$ cat config.mk
export PLATFORM = sky130hd
export DESIGN_NAME = i2c_register_read_sequencer_unit_flat
export DESIGN_NICKNAME = d
export VERILOG_FILES = /design/src/sv/i2crs_pkg.sv /design/src/sv/i2crs_req_if.sv /design/src/sv/i2crs_rsp_if.sv /design/src/sv/i2crs_input_stage.sv /design/src/sv/i2crs_sequencer.sv /design/src/sv/i2c_register_read_sequencer_unit.sv /design/src/flat_wrapper.sv
export SDC_FILE = /design/constraint.sdc
export NUM_CORES = 1
export LEC_CHECK = 0
export ABC_CLOCK_PERIOD_IN_PS = 3050
export BUFFER_PORTS_ARGS = -buffer_cell sky130_fd_sc_hd__buf_2
export CELL_PAD_IN_SITES_DETAIL_PLACEMENT = 2
export CELL_PAD_IN_SITES_GLOBAL_PLACEMENT = 2
export CORE_AREA = 2 2 98 119
export CTS_CLUSTER_DIAMETER = 30
export DETAILED_ROUTE_END_ITERATION = 10
export DIE_AREA = 0 0 100 121
export PLACE_DENSITY_LB_ADDON = 0.1
export SLEW_MARGIN = 20
export SYNTH_ARGS = -nofsm -noshare
export SYNTH_HDL_FRONTEND = slang
export SYNTH_SLANG_ARGS = --single-unit
$ cat constraint.sdc
create_clock -name clock -period 3.05 [get_ports clock]
set_clock_uncertainty 0.05 [all_clocks]
set_input_delay 0 -clock clock [delete_from_list [all_inputs] [get_ports clock]]
set_output_delay 0 -clock clock [all_outputs]
set_load 0.02 [all_outputs]
$ cat src/sv/i2crs_pkg.sv
`timescale 1ns / 1ps

package i2crs_pkg;

   localparam int ADDR_WIDTH  = 7;
   localparam int BYTE_WIDTH  = 8;
   localparam int VALUE_WIDTH = 16;

   // Bus events delivered by the line controller.
   typedef enum logic [1:0] {
      OP_BEGIN = 2'd0,
      OP_ACK   = 2'd1,
      OP_NACK  = 2'd2,
      OP_BYTE  = 2'd3
   } op_type;

   // Direction bit appended to the slave address.
   localparam logic RW_WRITE = 1'b0;
   localparam logic RW_READ  = 1'b1;

   typedef enum logic [5:0] {
      PH_IDLE    = 6'b000001,
      PH_START   = 6'b000010,
      PH_MEASURE = 6'b000100,
      PH_PROCESS = 6'b001000,
      PH_HIGH    = 6'b010000,
      PH_LOW     = 6'b100000
   } phase_type;

   typedef struct packed {
      op_type                  op;
      logic [ADDR_WIDTH-1:0]   slave_address;
      logic [BYTE_WIDTH-1:0]   register_address;
      logic [BYTE_WIDTH-1:0]   rx_byte;
   } req_payload_type;

   // Contents of the input register handed to the sequencer.
   typedef struct packed {
      logic            valid;
      req_payload_type data;
   } stage_type;

   typedef struct packed {
      logic                    issue_start;
      logic                    issue_stop;
      logic                    issue_ack;
      logic                    issue_nack;
      logic                    tx_valid;
      logic [BYTE_WIDTH-1:0]   tx_byte;
      logic                    finished;
      logic [VALUE_WIDTH-1:0]  read_value;
      logic                    protocol_error;
      logic                    busy_res;
   } rsp_payload_type;

endpackage

$ cat src/sv/i2crs_req_if.sv
`timescale 1ns / 1ps

interface i2crs_req_if;
   logic       valid;
   logic       ready;
   logic [1:0] op;
   logic [6:0] slave_address;
   logic [7:0] register_address;
   logic [7:0] rx_byte;

   modport source (output valid, output op, output slave_address,
                   output register_address, output rx_byte, input ready);
   modport sink   (input valid, input op, input slave_address,
                   input register_address, input rx_byte, output ready);
endinterface

$ cat src/sv/i2crs_rsp_if.sv
`timescale 1ns / 1ps

interface i2crs_rsp_if;
   logic        valid;
   logic        ready;
   logic        issue_start;
   logic        issue_stop;
   logic        issue_ack;
   logic        issue_nack;
   logic        tx_valid;
   logic [7:0]  tx_byte;
   logic        finished;
   logic [15:0] read_value;
   logic        protocol_error;
   logic        busy_res;

   modport source (output valid, output issue_start, output issue_stop,
                   output issue_ack, output issue_nack, output tx_valid,
                   output tx_byte, output finished, output read_value,
                   output protocol_error, output busy_res, input ready);
   modport sink   (input valid, input issue_start, input issue_stop,
                   input issue_ack, input issue_nack, input tx_valid,
                   input tx_byte, input finished, input read_value,
                   input protocol_error, input busy_res, output ready);
endinterface

$ cat src/sv/i2crs_input_stage.sv
`timescale 1ns / 1ps

module i2crs_input_stage (
   input  logic                       clock,
   input  logic                       reset,
   input  logic                       in_valid,
   input  i2crs_pkg::req_payload_type in_data,
   output logic                       in_ready,
   input  logic                       advance,
   output i2crs_pkg::stage_type       stage
);
   import i2crs_pkg::*;

   logic            valid_ff;
   logic            valid_in;
   req_payload_type data_ff;
   logic            take;

   // The register may refill in the same cycle that it drains.
   assign in_ready = !valid_ff || advance;
   assign take     = in_valid && in_ready;

   always_comb begin
      valid_in = valid_ff;
      if (take) begin
         valid_in = 1'b1;
      end else if (advance) begin
         valid_in = 1'b0;
      end
   end

   always_ff @(posedge clock) begin
      if (reset) begin
         valid_ff <= 1'b0;
      end else begin
         valid_ff <= valid_in;
      end
   end

   always_ff @(posedge clock) begin
      if (take) begin
         data_ff <= in_data;
      end
   end

   assign stage.valid = valid_ff;
   assign stage.data  = data_ff;

endmodule

$ cat src/sv/i2crs_sequencer.sv
`timescale 1ns / 1ps

module i2crs_sequencer (
   input  logic                       clock,
   input  logic                       reset,
   input  i2crs_pkg::stage_type       stage,
   output logic                       advance,
   output logic                       out_valid,
   input  logic                       out_ready,
   output i2crs_pkg::rsp_payload_type out_data
);
   import i2crs_pkg::*;

   phase_type                phase_ff, phase_in;
   logic [VALUE_WIDTH-1:0]   assembled_ff, assembled_in;
   logic [ADDR_WIDTH-1:0]    held_sa_ff, held_sa_in;
   logic [BYTE_WIDTH-1:0]    held_reg_ff, held_reg_in;
   logic [BYTE_WIDTH-1:0]    held_high_ff, held_high_in;
   logic                     res_valid_ff;
   rsp_payload_type          res_ff, res_in;
   logic                     fire;
   logic                     err;

   assign advance = !res_valid_ff || out_ready;
   assign fire    = stage.valid && advance;

   always_comb begin
      phase_in     = phase_ff;
      assembled_in = assembled_ff;
      held_sa_in   = held_sa_ff;
      held_reg_in  = held_reg_ff;
      held_high_in = held_high_ff;
      res_in       = '0;
      err          = 1'b0;

      case (stage.data.op)
         OP_BEGIN: begin
            if (phase_ff == PH_IDLE) begin
               held_sa_in         = stage.data.slave_address;
               held_reg_in        = stage.data.register_address;
               phase_in           = PH_START;
               res_in.issue_start = 1'b1;
               res_in.tx_valid    = 1'b1;
               res_in.tx_byte     = {stage.data.slave_address, RW_WRITE};
            end else begin
               err = 1'b1;
            end
         end
         OP_ACK: begin
            case (phase_ff)
               PH_START: begin
                  phase_in        = PH_MEASURE;
                  res_in.tx_valid = 1'b1;
                  res_in.tx_byte  = held_reg_ff;
               end
               PH_MEASURE: begin
                  phase_in           = PH_PROCESS;
                  res_in.issue_start = 1'b1;
                  res_in.tx_valid    = 1'b1;
                  res_in.tx_byte     = {held_sa_ff, RW_READ};
               end
               PH_PROCESS: begin
                  phase_in = PH_HIGH;
               end
               default: begin
                  err = 1'b1;
               end
            endcase
         end
         OP_NACK: begin
            // A refused read address is retried with another repeated START.
            if (phase_ff == PH_PROCESS) begin
               res_in.issue_start = 1'b1;
               res_in.tx_valid    = 1'b1;
               res_in.tx_byte     = {held_sa_ff, RW_READ};
            end else begin
               err = 1'b1;
            end
         end
         OP_BYTE: begin
            case (phase_ff)
               PH_HIGH: begin
                  held_high_in     = stage.data.rx_byte;
                  phase_in         = PH_LOW;
                  res_in.issue_ack = 1'b1;
               end
               PH_LOW: begin
                  assembled_in      = {held_high_ff, stage.data.rx_byte};
                  phase_in          = PH_IDLE;
                  res_in.issue_nack = 1'b1;
                  res_in.issue_stop = 1'b1;
                  res_in.finished   = 1'b1;
               end
               default: begin
                  err = 1'b1;
               end
            endcase
         end
         default: begin
            err = 1'b1;
         end
      endcase

      res_in.protocol_error = err;
      res_in.read_value     = assembled_in;
      res_in.busy_res       = (phase_in != PH_IDLE);
   end

   always_ff @(posedge clock) begin
      if (reset) begin
         phase_ff     <= PH_IDLE;
         assembled_ff <= '0;
         held_sa_ff   <= '0;
         held_reg_ff  <= '0;
         held_high_ff <= '0;
         res_valid_ff <= 1'b0;
      end else begin
         if (fire) begin
            phase_ff     <= phase_in;
            assembled_ff <= assembled_in;
            held_sa_ff   <= held_sa_in;
            held_reg_ff  <= held_reg_in;
            held_high_ff <= held_high_in;
         end
         if (advance) begin
            res_valid_ff <= stage.valid;
         end
      end
   end

   always_ff @(posedge clock) begin
      if (fire) begin
         res_ff <= res_in;
      end
   end

   assign out_valid = res_valid_ff;
   assign out_data  = res_ff;

endmodule

$ cat src/sv/i2c_register_read_sequencer_unit.sv
`timescale 1ns / 1ps
// A transaction accepted on req_chan is loaded into the request register, then into
// the result register when the sequencer takes it, and is then offered on rsp_chan.
// Throughput: one event per cycle unless rsp_chan stalls, set by the sequencer's phase update.
// The request register refills in the cycle it drains, so no bubble appears under load.
// Reset is synchronous and active high; it returns the phase to idle, clears the read
// value and held addresses, and empties both the request and the result registers.

module i2c_register_read_sequencer_unit (
   input  logic     clock,
   input  logic     reset,
   i2crs_req_if.sink   req_chan,
   i2crs_rsp_if.source rsp_chan
);
   import i2crs_pkg::*;

   req_payload_type req_data;
   stage_type       stage;
   logic            advance;
   rsp_payload_type rsp_data;

   // Gather the request fields into one payload word for the input register.
   assign req_data.op               = op_type'(req_chan.op);
   assign req_data.slave_address    = req_chan.slave_address;
   assign req_data.register_address = req_chan.register_address;
   assign req_data.rx_byte          = req_chan.rx_byte;

   // The input register holds one bus event until the sequencer can take it.
   i2crs_input_stage u_input_stage (
      .clock    (clock),
      .reset    (reset),
      .in_valid (req_chan.valid),
      .in_data  (req_data),
      .in_ready (req_chan.ready),
      .advance  (advance),
      .stage    (stage)
   );

   // The sequencer owns the phase and the held bytes. It updates them in the
   // same edge that loads the result register, so back-to-back events each
   // see the state left by the one before.
   i2crs_sequencer u_sequencer (
      .clock     (clock),
      .reset     (reset),
      .stage     (stage),
      .advance   (advance),
      .out_valid (rsp_chan.valid),
      .out_ready (rsp_chan.ready),
      .out_data  (rsp_data)
   );

   // Spread the result word onto the response interface.
   assign rsp_chan.issue_start    = rsp_data.issue_start;
   assign rsp_chan.issue_stop     = rsp_data.issue_stop;
   assign rsp_chan.issue_ack      = rsp_data.issue_ack;
   assign rsp_chan.issue_nack     = rsp_data.issue_nack;
   assign rsp_chan.tx_valid       = rsp_data.tx_valid;
   assign rsp_chan.tx_byte        = rsp_data.tx_byte;
   assign rsp_chan.finished       = rsp_data.finished;
   assign rsp_chan.read_value     = rsp_data.read_value;
   assign rsp_chan.protocol_error = rsp_data.protocol_error;
   assign rsp_chan.busy_res       = rsp_data.busy_res;

`ifndef NO_ASSERTIONS
   // A rejected event must not request any bus action.
   assert property (@(posedge clock) disable iff (reset)
      (rsp_chan.valid && rsp_chan.protocol_error) |->
         !(rsp_chan.issue_start || rsp_chan.issue_stop || rsp_chan.issue_ack ||
           rsp_chan.issue_nack || rsp_chan.tx_valid || rsp_chan.finished))
      else $error("protocol error result requests a bus action");

   // A completed read closes with NACK and STOP and leaves the bus idle.
   assert property (@(posedge clock) disable iff (reset)
      (rsp_chan.valid && rsp_chan.finished) |->
         (rsp_chan.issue_nack && rsp_chan.issue_stop && !rsp_chan.busy_res))
      else $error("finished result without NACK and STOP or still busy");

   // A START is always followed by an address byte.
   assert property (@(posedge clock) disable iff (reset)
      (rsp_chan.valid && rsp_chan.issue_start) |-> rsp_chan.tx_valid)
      else $error("START requested without an address byte");

   // With no byte to send, the byte field reads as zero.
   assert property (@(posedge clock) disable iff (reset)
      (rsp_chan.valid && !rsp_chan.tx_valid) |-> (rsp_chan.tx_byte == 8'd0))
      else $error("tx_byte not zero while tx_valid is low");
`endif

endmodule

$ cat src/flat_wrapper.sv
// flat-port wrapper written by rule: the top's interface ports become plain ports
module i2c_register_read_sequencer_unit_flat import i2crs_pkg::*;
  (clock, reset, req_chan_valid, req_chan_op, req_chan_slave_address, req_chan_register_address, req_chan_rx_byte, req_chan_ready, rsp_chan_valid, rsp_chan_issue_start, rsp_chan_issue_stop, rsp_chan_issue_ack, rsp_chan_issue_nack, rsp_chan_tx_valid, rsp_chan_tx_byte, rsp_chan_finished, rsp_chan_read_value, rsp_chan_protocol_error, rsp_chan_busy_res, rsp_chan_ready);
  i2crs_req_if req_chan_i ();
  i2crs_rsp_if rsp_chan_i ();
  input  logic clock;
  input  logic reset;
  input wire logic [$bits(req_chan_i.valid)-1:0] req_chan_valid;
  input wire logic [$bits(req_chan_i.op)-1:0] req_chan_op;
  input wire logic [$bits(req_chan_i.slave_address)-1:0] req_chan_slave_address;
  input wire logic [$bits(req_chan_i.register_address)-1:0] req_chan_register_address;
  input wire logic [$bits(req_chan_i.rx_byte)-1:0] req_chan_rx_byte;
  output wire logic [$bits(req_chan_i.ready)-1:0] req_chan_ready;
  output wire logic [$bits(rsp_chan_i.valid)-1:0] rsp_chan_valid;
  output wire logic [$bits(rsp_chan_i.issue_start)-1:0] rsp_chan_issue_start;
  output wire logic [$bits(rsp_chan_i.issue_stop)-1:0] rsp_chan_issue_stop;
  output wire logic [$bits(rsp_chan_i.issue_ack)-1:0] rsp_chan_issue_ack;
  output wire logic [$bits(rsp_chan_i.issue_nack)-1:0] rsp_chan_issue_nack;
  output wire logic [$bits(rsp_chan_i.tx_valid)-1:0] rsp_chan_tx_valid;
  output wire logic [$bits(rsp_chan_i.tx_byte)-1:0] rsp_chan_tx_byte;
  output wire logic [$bits(rsp_chan_i.finished)-1:0] rsp_chan_finished;
  output wire logic [$bits(rsp_chan_i.read_value)-1:0] rsp_chan_read_value;
  output wire logic [$bits(rsp_chan_i.protocol_error)-1:0] rsp_chan_protocol_error;
  output wire logic [$bits(rsp_chan_i.busy_res)-1:0] rsp_chan_busy_res;
  input wire logic [$bits(rsp_chan_i.ready)-1:0] rsp_chan_ready;
  assign req_chan_i.valid = req_chan_valid;
  assign req_chan_i.op = req_chan_op;
  assign req_chan_i.slave_address = req_chan_slave_address;
  assign req_chan_i.register_address = req_chan_register_address;
  assign req_chan_i.rx_byte = req_chan_rx_byte;
  assign req_chan_ready = req_chan_i.ready;
  assign rsp_chan_valid = rsp_chan_i.valid;
  assign rsp_chan_issue_start = rsp_chan_i.issue_start;
  assign rsp_chan_issue_stop = rsp_chan_i.issue_stop;
  assign rsp_chan_issue_ack = rsp_chan_i.issue_ack;
  assign rsp_chan_issue_nack = rsp_chan_i.issue_nack;
  assign rsp_chan_tx_valid = rsp_chan_i.tx_valid;
  assign rsp_chan_tx_byte = rsp_chan_i.tx_byte;
  assign rsp_chan_finished = rsp_chan_i.finished;
  assign rsp_chan_read_value = rsp_chan_i.read_value;
  assign rsp_chan_protocol_error = rsp_chan_i.protocol_error;
  assign rsp_chan_busy_res = rsp_chan_i.busy_res;
  assign rsp_chan_i.ready = rsp_chan_ready;
  i2c_register_read_sequencer_unit u_core (.clock(clock), .reset(reset), .req_chan(req_chan_i), .rsp_chan(rsp_chan_i));
endmodule
# Yosys cells after proc, flatten, opt, wreduce, memory -nomap -nowiden
# Cells that the tools add are included.
[word_totals]
regBits = 102
in_bits = 29
output_inout_bits = 34
elab_cells = 64
[classes]
eq_ne = 10
mux = 23
n_reduce_logical = 12
[op_table]
columns = ["op", "n"]
rows = [
  ["case mux 6 bit (3 select lines)", 2],
  ["2-to-1 mux 16 bit", 2],
  ["case mux 9 bit (3 select lines)", 1],
  ["2-to-1 mux 9 bit", 2],
  ["case mux 9 bit (2 select lines)", 1],
  ["case mux 6 bit (2 select lines)", 1],
  ["2-to-1 mux 1 bit", 11],
  ["== test 6 x 1 -> 1 bit, second input constant", 1],
  ["== test 6 x 2 -> 1 bit, second input constant", 1],
  ["== test 6 x 3 -> 1 bit, second input constant", 1],
  ["== test 6 x 4 -> 1 bit, second input constant", 1],
  ["== test 6 x 5 -> 1 bit, second input constant", 1],
  ["== test 6 bit, second input constant", 1],
  ["2-to-1 mux 6 bit", 1],
  ["inequality test 6 x 1 -> 1 bit, second input constant", 1],
  ["AND reduction 3 bit", 2],
  ["== test 2 bit, second input constant", 2],
  ["case mux 1 bit (4 select lines)", 1],
  ["case mux 1 bit (3 select lines)", 1],
  ["OR reduction 3 bit", 1],
  ["== test 2 x 1 -> 1 bit, second input constant", 1],
  ["logical AND 1 bit", 2],
  ["logical NOT 1 bit", 2],
  ["logical NOT 2 bit", 1],
  ["3 further kinds", 4],
]

# Longest topological paths before layout
# Gate-level depths: netlist of the first run.
[depth]
depth_word = 5
depth_mapped = 9
depth_no_buf = 6

# By module
# A second synthesis of the first run with hierarchy kept.
[unflattened]
cells_unflattened = 366
hier_area_um2 = 4182.8
[by_module_without_submodules]
columns = ["mod", "n_inst", "cells_per_inst", "area_per_inst_um2", "seq_area_each_um2"]
rows = [
  ["i2crs_sequencer", 1, 335, 3369.5, 1821.7],
  ["i2crs_input_stage", 1, 31, 813.3, 770.7],
]

# Worst setup path before layout of the first run
# No wires, ideal clock.
[synth_path]
kind = "reg-to-reg"
from = "register u_core.u_sequencer.res_valid_ff, in the netlist u_core.u_sequencer.out_valid"
to = "register u_core.u_sequencer.held_reg_ff[6]"
arrival_time_ps = 2285
slack_ps = 645
path_stages_with_launch = 10
path_buffers = 3
period_less_slack_ps = 2405
cell_sequence = "dfxtp_1 > nor2b_1 > nand2b_1 > buf_2 > inv_1 > and2_1 > clkbuf_1 > buf_2 > nand2_1 > a21oi_1"
[synth_via]
elab_chain_len = 4
[synth_lines]
columns = ["element", "line", "text"]
rows = [
  ["start, declared", "i2crs_sequencer.sv:19", "logic res_valid_ff;"],
  ["start signal, assigned", "i2crs_sequencer.sv:126", "res_valid_ff <= stage.valid;"],
  ["logical NOT 1 bit", "i2crs_sequencer.sv:24", "assign advance = !res_valid_ff || out_ready;"],
  ["logical OR 1 bit", "i2crs_sequencer.sv:24", ""],
  ["logical AND 1 bit", "i2crs_sequencer.sv:25", "assign fire = stage.valid && advance;"],
  ["named net u_core.u_sequencer.fire", "i2crs_sequencer.sv:21", "logic fire;"],
  ["AND reduction 3 bit (no line)", "--", ""],
  ["end signal, assigned", "i2crs_sequencer.sv:122", "held_reg_ff <= held_reg_in;"],
  ["end, declared", "i2crs_sequencer.sv:17", "logic [BYTE_WIDTH-1:0] held_reg_ff, held_reg_in;"],
]
# The timed path passes the listed nets, and every way through them passes these cells.
# A chain may end at the register's enable or synchronous reset.

# Worst setup path in the final report of the first run
[layout_path]
from = "register u_core.u_input_stage.data_ff, in the netlist u_core.u_input_stage.stage[23]"
to = "register u_core.u_sequencer.phase_ff[1]"
[layout_via]
elab_chain_len = 2
elab_cells_between_ends = 4
classes_between = "eq/ne: 2; mux: 1; reduce/logical: 1"
[layout_lines]
columns = ["element", "line", "text"]
rows = [
  ["start, declared", "i2crs_input_stage.sv:16", "req_payload_type data_ff;"],
  ["start signal, assigned", "i2crs_input_stage.sv:42", "data_ff <= in_data;"],
  ["== test 2 bit (tied with other cells)", "i2crs_sequencer.sv:36", "case (stage.data.op)"],
  ["case mux 6 bit (3 select lines) (*)", "i2crs_sequencer.sv:36", ""],
  ["end signal, assigned", "i2crs_sequencer.sv:119", "phase_ff <= phase_in;"],
  ["end, declared", "i2crs_sequencer.sv:14", "phase_type phase_ff, phase_in;"],
]
# Every way passes the cells marked *; elsewhere a longest branch is shown, timed or not.

==> results.md, run 1 <==
* Met1 usage at 0.193
* Area of the die at 12100 um2
* Max-cap violation count at 0
* GP Congestion at 0.757
* Vias in the first global route at 3068
* DRC violations left at 0
* Internal power at 2.20 mW
* Post-Syn Area at just under 4000 um2
* Cell taking the most area after synthesis: edfxtp_1
* P_sw at 0.631 mW
* Longest Clk Path Bufs at 2
* Grt met3 use at 0.0271
* Top-Level Pins at 63
* Worst Hold Class: in -> reg
* Synth Warn # at 0
* Critical Path RT at about 3300 ps
* Clock latency on the worst-skew pair at 340 ps
* Logic pwr share at 0.056
* Switching share of power at 0.223
* FF+latch count, synth at 102
* Syn_nets at 368
* Antenna cells at 0
* CP Data Arrival Time at 2500 ps
* CP Max Fanout at 16
* Root Buffer: clkbuf_16
* Clock network power share at 0.408
* Seq/Total Area, Yosys at 0.658
* Iteration-0 DRC Markers at about 110
* CTS Buf Count at 9
* Post-synth EDFFs at 55
* Post_cts resized at 0
* Area share of the largest cell type after synthesis at 0.419
* Max VDD drop at 0.244 mV
* Total negative slack at 0 ps
* Final Cycle Share at 0.748
* Tightest Pin Transition at 953 ps
* Vias per Instance at 4.99
* Num Clock Sinks at 102
* Post-synth cell types at 42
* Chip Width at 100 um
* Main synth FF type: edfxtp_1
* Detailed Place HPWL at 5.96 mm
* Status: completed
* Via count at 2780
* Core Area at 10900 um2
* Crit Path Category: reg -> reg
* Power Total at 2.83 mW
* Crit end category: flop
* Tmin final at 2280 ps
* Met2 Use GR at 0.316
* Finish-stage setup viols at 0
* CTS Hold Bufs at 28
* Post-synth ARST share at 0
* H-tree levels at 3
* Slew HR at 0.365
* Register share of total power at 0.535
* CTS tree: built
* Power density cells at 577 nW/um2
* Count of final hold-check violations at 0
* Gr usage total at 0.169
* Initial Util at 0.360
* Syn-to-layout area delta at 24.7%
* Routed length per instance at 17.2 um
* Fmax at around 440 MHz
* Total gr overflow at 0
* Detailed Route WL at 9.61 mm
* Max-slew violations at 0
* Synth Instances at between 300 and 400
* Startpoint types: flop
* Initial antenna violation count at 0
* Die H at 121 um
* Nets@finish at roughly 450
* Port Buffers at 62
* First-pass GRT wire length at 15.6 mm
* Antenna-violating nets left at 0
* Synth area leaders: edfxtp_1 42%, dfxtp_1 24%, nand2_1 7.6%
* Clk slew on worst S/H paths at 70 ps
* Cell Rows at 42
* Drt pass-1 iters at 4
* Layer carrying the most global-route usage: met2
* RSZ-0062 raised after global routing: false
* Largest net degree at the start of global routing at 48
* Post-CTS Setup Bufs at 0
* Share of post-route cells with drive strength above 1 at 0.247
* Mean Syn Cell Area at 11.6 um2
* P_leak at 1.84 nW
==> power by group through the flow <==
stage	Clock, mW	Combinational [mW]	Sequential (mW)
after global routing	1.24	0.176	1.52
after floorplan	0	0.0569	1.56
after global placement	0	0.131	1.55
after detailed placement	0	0.135	1.55
after CTS	1.19	0.163	1.52
final	1.16	0.160	1.52
==> area by class of cell <==
cell class	count	area, um2
timing repair buffer	95	628
inverter	1	3.75
multi-input combinational	211	1220
tap	132	165
clock buffer	10	229
sequential	102	2590
fill	1148	6020
clock inverter	6	66.3
==> metal layers <==
layer	wire length, um	share of wire
met2	5190	0.54
met1	4070	0.42
met5	0	0
met4	94	0.0098
met3	252	0.026
==> worst max-delay path, cell delays in order, from the launching register on <==
cell	delay, ps
edfxtp_1	510
nor3_1	200
and4_1	540
and2_1	600
o22ai_1	190
nor2_1	120
==> cells by family after synthesis <==
family | after synthesis | synth area share
xor gates and xnor gates | 2 | 0.00445
AOI/OAI and AO/OA | 56 | 0.0820
DFF | 102 | 0.658
and+or+nand+nor | 128 | 0.153
muxes | 25 | 0.0686
buffers and inverters | 26 | 0.0337
==> sequential cells by signal, indices dropped and copies added (netlist names) <==
signal / count
u_core.u_sequencer.out_data: 30
u_core.u_input_stage.stage: 25
u_core.u_sequencer.assembled_ff: 16
u_core.u_sequencer.held_high_ff: 8
u_core.u_sequencer.held_reg_ff: 8
u_core.u_sequencer.held_sa_ff: 7
u_core.u_sequencer.phase_ff: 6
u_core.u_input_stage.valid_ff: 1
u_core.u_sequencer.out_valid: 1
==> cells in the final DEF (no fill, tap or decap), drive strengths merged, types with 2 or more instances in the layout <==
| master | instances |
|---|---|
| and3 | 2 |
| clkbuf | 10 |
| nor3 | 4 |
| o21ai | 5 |
| buf | 67 |
| or3 | 2 |
| nor2b | 3 |
| nand2b | 4 |
| a22oi | 6 |
| edfxtp | 55 |
| clkinv | 2 |
| inv | 4 |
| nand2 | 80 |
| and2 | 3 |
| xor2 | 2 |
| dfxtp | 47 |
| nor2 | 17 |
| mux2i | 9 |
| nor4 | 4 |
| nand3 | 3 |
| a21oi | 37 |
| dlygate4sd3 | 28 |
| or2 | 2 |
| mux2 | 16 |
==> worst paths after layout <==
kind | startpoint | endpoint | slack, ps | cells past startpoint
max reg2reg | u_core.u_input_stage.stage[23] | u_core.u_sequencer.phase_ff[1] | 770 | 5
min reg2reg | u_core.u_sequencer.held_reg_ff[5] | u_core.u_sequencer.held_reg_ff[5] | 410 | 2
min | reset | u_core.u_sequencer.held_high_ff[1] | 250 | 2
max | u_core.u_input_stage.stage[23] | u_core.u_sequencer.phase_ff[1] | 770 | 5
==> metrics by stage <==
stage	std cells	setup slack, ps	hold slack, ps	cell area (um2)	util
5_1_grt	557	524	309	4910	0.449
6_report	557	768	248	4910	0.449
3_5_place_dp	513	719	128	4330	0.396
4_1_cts	557	698	268	4910	0.449
3_3_place_gp	513	797	126	4330	0.396
2_1_floorplan	339	645	48.9	3940	-
==> synthesized netlist by cell type (2+ instances only) <==
cell	n
nand2_1	80
edfxtp_1	55
dfxtp_1	47
a21oi_1	37
nor2_1	16
mux2_2	15
clkbuf_1	12
mux2i_1	9
buf_2	7
a22oi_1	6
o21ai_0	5
nand2b_1	4
and2_1	3
buf_4	3
nor2b_1	3
nor3_1	3
nor4_1	3
and3_1	2
buf_6	2
nand3_1	2
or2_2	2
or3_1	2
xor2_1	2
No activity file was read; power rests on OpenSTA's default activity.
==> run 2, diff against run 1 <==
--- a/config.mk
+++ b/config.mk
@@ -5,14 +5,15 @@
 export SDC_FILE = /design/constraint.sdc
 export NUM_CORES = 1
 export LEC_CHECK = 0
-export ABC_CLOCK_PERIOD_IN_PS = 3050
+export ABC_AREA = 1
+export ABC_CLOCK_PERIOD_IN_PS = 2050
 export BUFFER_PORTS_ARGS = -buffer_cell sky130_fd_sc_hd__buf_2
 export CELL_PAD_IN_SITES_DETAIL_PLACEMENT = 2
 export CELL_PAD_IN_SITES_GLOBAL_PLACEMENT = 2
-export CORE_AREA = 2 2 98 119
+export CORE_AREA = 2 2 108 131
 export CTS_CLUSTER_DIAMETER = 30
 export DETAILED_ROUTE_END_ITERATION = 10
-export DIE_AREA = 0 0 100 121
+export DIE_AREA = 0 0 110 133
 export PLACE_DENSITY_LB_ADDON = 0.1
 export SLEW_MARGIN = 20
 export SYNTH_ARGS = -nofsm -noshare
==> constraint.sdc (replaced) <==
create_clock -name clock -period 2.05 [get_ports clock]
set_clock_uncertainty 0.05 [all_clocks]
set_input_delay 0 -clock clock [delete_from_list [all_inputs] [get_ports clock]]
set_output_delay 0 -clock clock [all_outputs]
set_load 0.02 [all_outputs]
==> results.md, run 2 <==
* Via count at 3206
* CP Data Arrival Time at 1880 ps
* Post-Syn Area at 4230 um2
* Syn_nets at 452
* Commonest non-fill, non-tap cell in the layout: nor2_1
* Gr usage total at 0.165
* Post-synth ARST share at 0
* Share of post-route cells with drive strength above 1 at 0.303
* Vias in the first global route at 3545
* Main synth FF type: edfxtp_1
* Max-cap violation count at 0
* Detailed Route WL at 11.3 mm
* End-of-flow core utilization at 0.392
* CP Max Fanout at 6
* Max-slew violations at 0
* GP Congestion at 0.824
* Area of the die at about 15000 um2
* Tmin final at roughly 1800 ps
* Synth Instances at between 400 and 500
* Worst Hold Class: in -> reg
* Iteration-0 DRC Markers at 80
* Most common cell in the netlist: nor2_1
* Tightest Pin Transition at 473 ps
* Crit end category: flop
* Post-synth cell types at 30
* Multi-input logic area at 1340 um2
* Largest net degree at the start of global routing at 35
* Seq/Total Area, Yosys at 0.613
* Clock latency on the worst-skew pair at 350 ps
* Logic pwr share at 0.105
* Port Buffers at 62
* Cell taking the most area after synthesis: edfxtp_1
* Synth area leaders: edfxtp_1 39%, dfxtp_1 22%, nor2_1 6.0%
* Drt pass-1 iters at 4
* Clk slew on worst S/H paths at 70 ps
* First-pass GRT wire length at 18.2 mm
* Most frequent cells after synthesis: 68 x nor2_1, 55 x edfxtp_1, 47 x dfxtp_1, 47 x nand2_1, 43 x inv_1
* FF+latch count, synth at 102
* Final Cycle Share at 0.894
* Most frequent cells in the layout: 68 x nor2_1, 62 x buf_2, 55 x edfxtp_1
* CTS tree: built
* Fillers at between 1000 and 1500
* Switching share of power at 0.264
* CP Cell Sequence: nor2_2, nand3_1, nand2_1, nor2_1, inv_1, nand2_1, nand2_1, nor2_1, nand3_1
* Cell Rows at 47
* H-tree levels at 3
* Antenna cells at 0
* Nets@finish at 546
* Crit-path max cell delay at 470 ps
* Syn-to-layout area delta at 24.9%
* Initial Util at 0.314
* Detailed Place HPWL at 7.55 mm
* Max VDD drop at 0.341 mV
* Crit Path Category: reg -> reg
* Synth Warn # at 0
* Internal power at 3.29 mW
* Largest register FFs at 30
* Mean Syn Cell Area at 10.0 um2
* Power density cells at ~850 nW/um2
* Root Buffer: clkbuf_16
* Die H at 133 um
* P_sw at 1.18 mW
* Longest Clk Path Bufs at 2
* Chip Width at 110 um
* Critical path's top delay family: simple AND/OR/NAND/NOR gates
* Clock network power share at 0.374
* RSZ-0062 raised after global routing: false
* Slew HR at 0.685
* Vias per Instance at 4.63
* Cell area after layout at 5280 um2
* DP Area at 4720 um2
* CTS Buf Count at 9
* P_leak at between 2 and 2.5 nW
* Status: completed
* Count of final hold-check violations at 0
* Initial antenna violation count at 0
* Most frequent CP cell: nand2_1
* Finish-stage setup viols at 0
* Register share of total power at 0.520
* Core Area at 13500 um2
* Reg area at 2590 um2
* Post-synth EDFFs at 55
* Crit path max-delay cell type: dfxtp_1
* Num Clock Sinks at about 100
* Area share of the largest cell type after synthesis at 0.390
* Critical Path RT at 2100 ps
* Total gr overflow at 0
* Top-Level Pins at 63
* Fmax at 545 MHz
* Routed length per instance at 16.3 um
* Antenna-violating nets left at 0
* Startpoint types: flop
* DRC violations left at 0
* CP bufs+invs at 1
-- run 2: stage by stage --
stage | hold WS [ps] | TNS [ps] | worst slack (ps) | cells | power (mW)
after floorplan | 48.9 | 0 | 370 | 423 | 2.64
after global placement | 127 | -4.91 | -4.91 | 649 | 2.79
after detailed placement | 129 | -1.31 | -1.31 | 649 | 2.81
after CTS | 91.1 | 0 | 123 | 693 | 4.53
after global routing | 133 | 0 | 47.2 | 693 | 4.67
final | 82.9 | 0 | 217 | 693 | 4.47
-- run 2: logic make-up after synthesis --
kind of cell / share of synthesized area
AOI/OAI and AO/OA: 0.118
and+or+nand+nor: 0.200
buffers and inverters: 0.0698
DFF: 0.613
-- run 2: worst register-to-register path, delay by kind of cell, from the launching register on --
family	cells	cell delay, ps
and+or+nand+nor	8	980
DFF	1	470
buffers and inverters	1	80
-- run 2: final timing paths --
path                                           start                            endpoint  slack (ps)  depth (start not counted)
setup reg to reg      u_core.u_sequencer.phase_ff[5]      u_core.u_sequencer.out_data[0]         220                          9
setup / recovery      u_core.u_sequencer.phase_ff[5]      u_core.u_sequencer.out_data[0]         220                          9
hold / removal                                 reset  u_core.u_sequencer.held_high_ff[2]          80                          4
hold reg to reg   u_core.u_sequencer.held_high_ff[1]  u_core.u_sequencer.held_high_ff[1]         430                          2
-- run 2: layer usage --
metal	vias to the layer above	track usage	wire length [um]
li1	1569	-	-
met1	1581	0.189	4660
met2	46	0.301	6180
met3	10	0.0330	292
met4	0	0.0506	147
met5	-	0	0
-- run 2: final cells by class --
type                       count  area share
timing repair buffer          99       0.127
clock inverter                 7      0.0107
inverter                      47      0.0341
multi-input combinational    258       0.254
sequential                   102       0.491
clock buffer                   9      0.0426
tap                          171      0.0405
-- run 2: timing repair --
action                                 in CTS  in global routing
gates resized for setup                     1                  1
hold buffers                               28                  0
pin swaps                                   0                  0
setup buffers                               0                  0
endpoints found under the hold margin      27                  0
setup endpoints to repair                   1                  1
-- run 2: power by group through the flow --
stage	clock [mW]	combinational (mW)	sequential, mW
floorplan	0	0.247	2.40
global placement	0	0.424	2.37
detailed placement	0	0.435	2.37
CTS	1.72	0.480	2.33
global route	1.81	0.525	2.34
finish	1.67	0.470	2.32
==> run 3, diff against run 2 <==
--- a/config.mk
+++ b/config.mk
@@ -6,14 +6,14 @@
 export NUM_CORES = 1
 export LEC_CHECK = 0
 export ABC_AREA = 1
-export ABC_CLOCK_PERIOD_IN_PS = 2050
+export ABC_CLOCK_PERIOD_IN_PS = 2200
 export BUFFER_PORTS_ARGS = -buffer_cell sky130_fd_sc_hd__buf_2
 export CELL_PAD_IN_SITES_DETAIL_PLACEMENT = 2
 export CELL_PAD_IN_SITES_GLOBAL_PLACEMENT = 2
-export CORE_AREA = 2 2 108 131
+export CORE_AREA = 2 2 100 121
 export CTS_CLUSTER_DIAMETER = 30
 export DETAILED_ROUTE_END_ITERATION = 10
-export DIE_AREA = 0 0 110 133
+export DIE_AREA = 0 0 102 123
 export PLACE_DENSITY_LB_ADDON = 0.1
 export SLEW_MARGIN = 20
 export SYNTH_ARGS = -nofsm -noshare
==> constraint.sdc (replaced) <==
create_clock -name clock -period 2.2 [get_ports clock]
set_clock_uncertainty 0.05 [all_clocks]
set_input_delay 0 -clock clock [delete_from_list [all_inputs] [get_ports clock]]
set_output_delay 0 -clock clock [all_outputs]
set_load 0.02 [all_outputs]
==> results.md, run 3 (same netlist as run 2, synthesis figures left out) <==
* Most frequent cells in the layout: 68 x nor2_1, 62 x buf_2, 55 x edfxtp_1
* Final Cycle Share at 0.913
* Critical Path RT at around 2200 ps
* Post-CTS Setup Bufs at 0
* Clock latency on the worst-skew pair at 350 ps
* Inst Count DP at between 600 and 700
* Commonest non-fill, non-tap cell in the layout: nor2_1
* Area of the die at about 13000 um2
* Routed length per instance at 16.4 um
* P_leak at 2.25 nW
* Top-Level Pins at 63
* Antenna cells at 0
* First-pass GRT wire length at around 18 mm
* CTS Hold Bufs at 28
* Fmax at 498 MHz
* Count of final hold-check violations at 0
* Antenna-violating nets left at 0
* Startpoint types: flop
* Syn-to-layout area delta at 23.5%
* Num Clock Sinks at 102
* Worst Hold Class: in -> reg
* Nets@finish at roughly 540
* End-of-flow core utilization at 0.458
* Crit end category: flop
* Total gr overflow at 0
* GP Congestion at roughly 0.86
* H-tree levels at 3
* Power Total at just over 4 mW
* Total negative slack at 0 ps
* Cell area after layout at around 5200 um2
* Port Buffers at 62
* Fin cells at about 680
* Setup WS pre-CTS at 204 ps
* Tmin final at 2010 ps
* Iteration-0 DRC Markers at 94
* Max VDD drop at 0.358 mV
* Finish-stage setup viols at 0
* PnR worst setup slack at about 190 ps
* CP Max Fanout at 9
* Vias per Instance at 4.78
* Die H at between 100 and 150 um
* Slew HR at 0.464
* Max-slew violations at 0
* Max-cap violation count at 0
* Chip Width at 102 um
* Largest net degree at the start of global routing at 27
* Crit Path Category: reg -> reg
* Status: completed
* DP Area at ~4700 um2
* WHS at 99.5 ps
* Post_cts resized at 0
* Gr usage total at 0.187
* Longest Clk Path Bufs at 2
* Cell Rows at 43
* RSZ-0062 raised after global routing: false
* Detailed Place HPWL at around 7.4 mm
* Root Buffer: clkbuf_16
* Power density cells at 788 nW/um2
* Via count at between 3000 and 4000
* Drt pass-1 iters at 4
* Core Area at 11400 um2
* DRC violations left at 0
* Initial antenna violation count at 0
* Initial Util at 0.371
* CTS tree: built
* Largest register FFs at 30
* Tightest Pin Transition at 803 ps
* CTS Buf Count at 9
* CP Data Arrival Time at 2050 ps
* Vias in the first global route at between 3000 and 4000
* Detailed Route WL at 11.1 mm
* Clk slew on worst S/H paths at 70 ps
* Share of post-route cells with drive strength above 1 at 0.293
-- run 3: cell count changes in the layout (fill, tap and decap cells not counted), sizes merged --
cell	delta
clkinv	-1
clkbuf	+2
inv	-3
clkinvlp	+2
buf	-3
-- run 3: final timing paths --
kind	startpoint	end	slack [ps]	depth (start not counted)
hold reg to reg	u_core.u_sequencer.held_high_ff[0]	u_core.u_sequencer.held_high_ff[0]	430	2
setup / recovery	u_core.u_sequencer.phase_ff[5]	u_core.u_sequencer.out_data[0]	190	9
setup reg to reg	u_core.u_sequencer.phase_ff[5]	u_core.u_sequencer.out_data[0]	190	9
hold / removal	reset	u_core.u_sequencer.out_valid	100	3
-- run 3: cell type report --
type                            instances  area (um2)
Fill cell                            1256        6180
Sequential cell                       102        2590
Timing Repair Buffer                   96         636
Clock buffer                           11         233
Multi-Input combinational cell        258        1340
Clock inverter                          5        47.5
Inverter                               47         179
Tap cell                              157         196
-- run 3: report_power, final --
part	switching [mW]	internal (mW)
combinational	0.270	0.161
clock	0.742	0.781
sequential	0.0553	2.11
-- run 3: worst max-delay path, stage by stage, from the launching register on --
cell      delay (ps)
dfxtp_1          480
nor2_2           110
nand2_1          140
nor2_4            60
nand2_4          100
clkinv_1         270
nor2_1           200
nor2_1            60
nor2_1           190
nand3_1           90
-- run 3: per-layer routing --
metal	global-route usage	wire length [um]	vias up
li1	-	-	1572
met1	0.223	4730	1596
met2	0.340	5940	45
met3	0.0237	216	15
met4	0.0725	196	0
met5	0	0	-
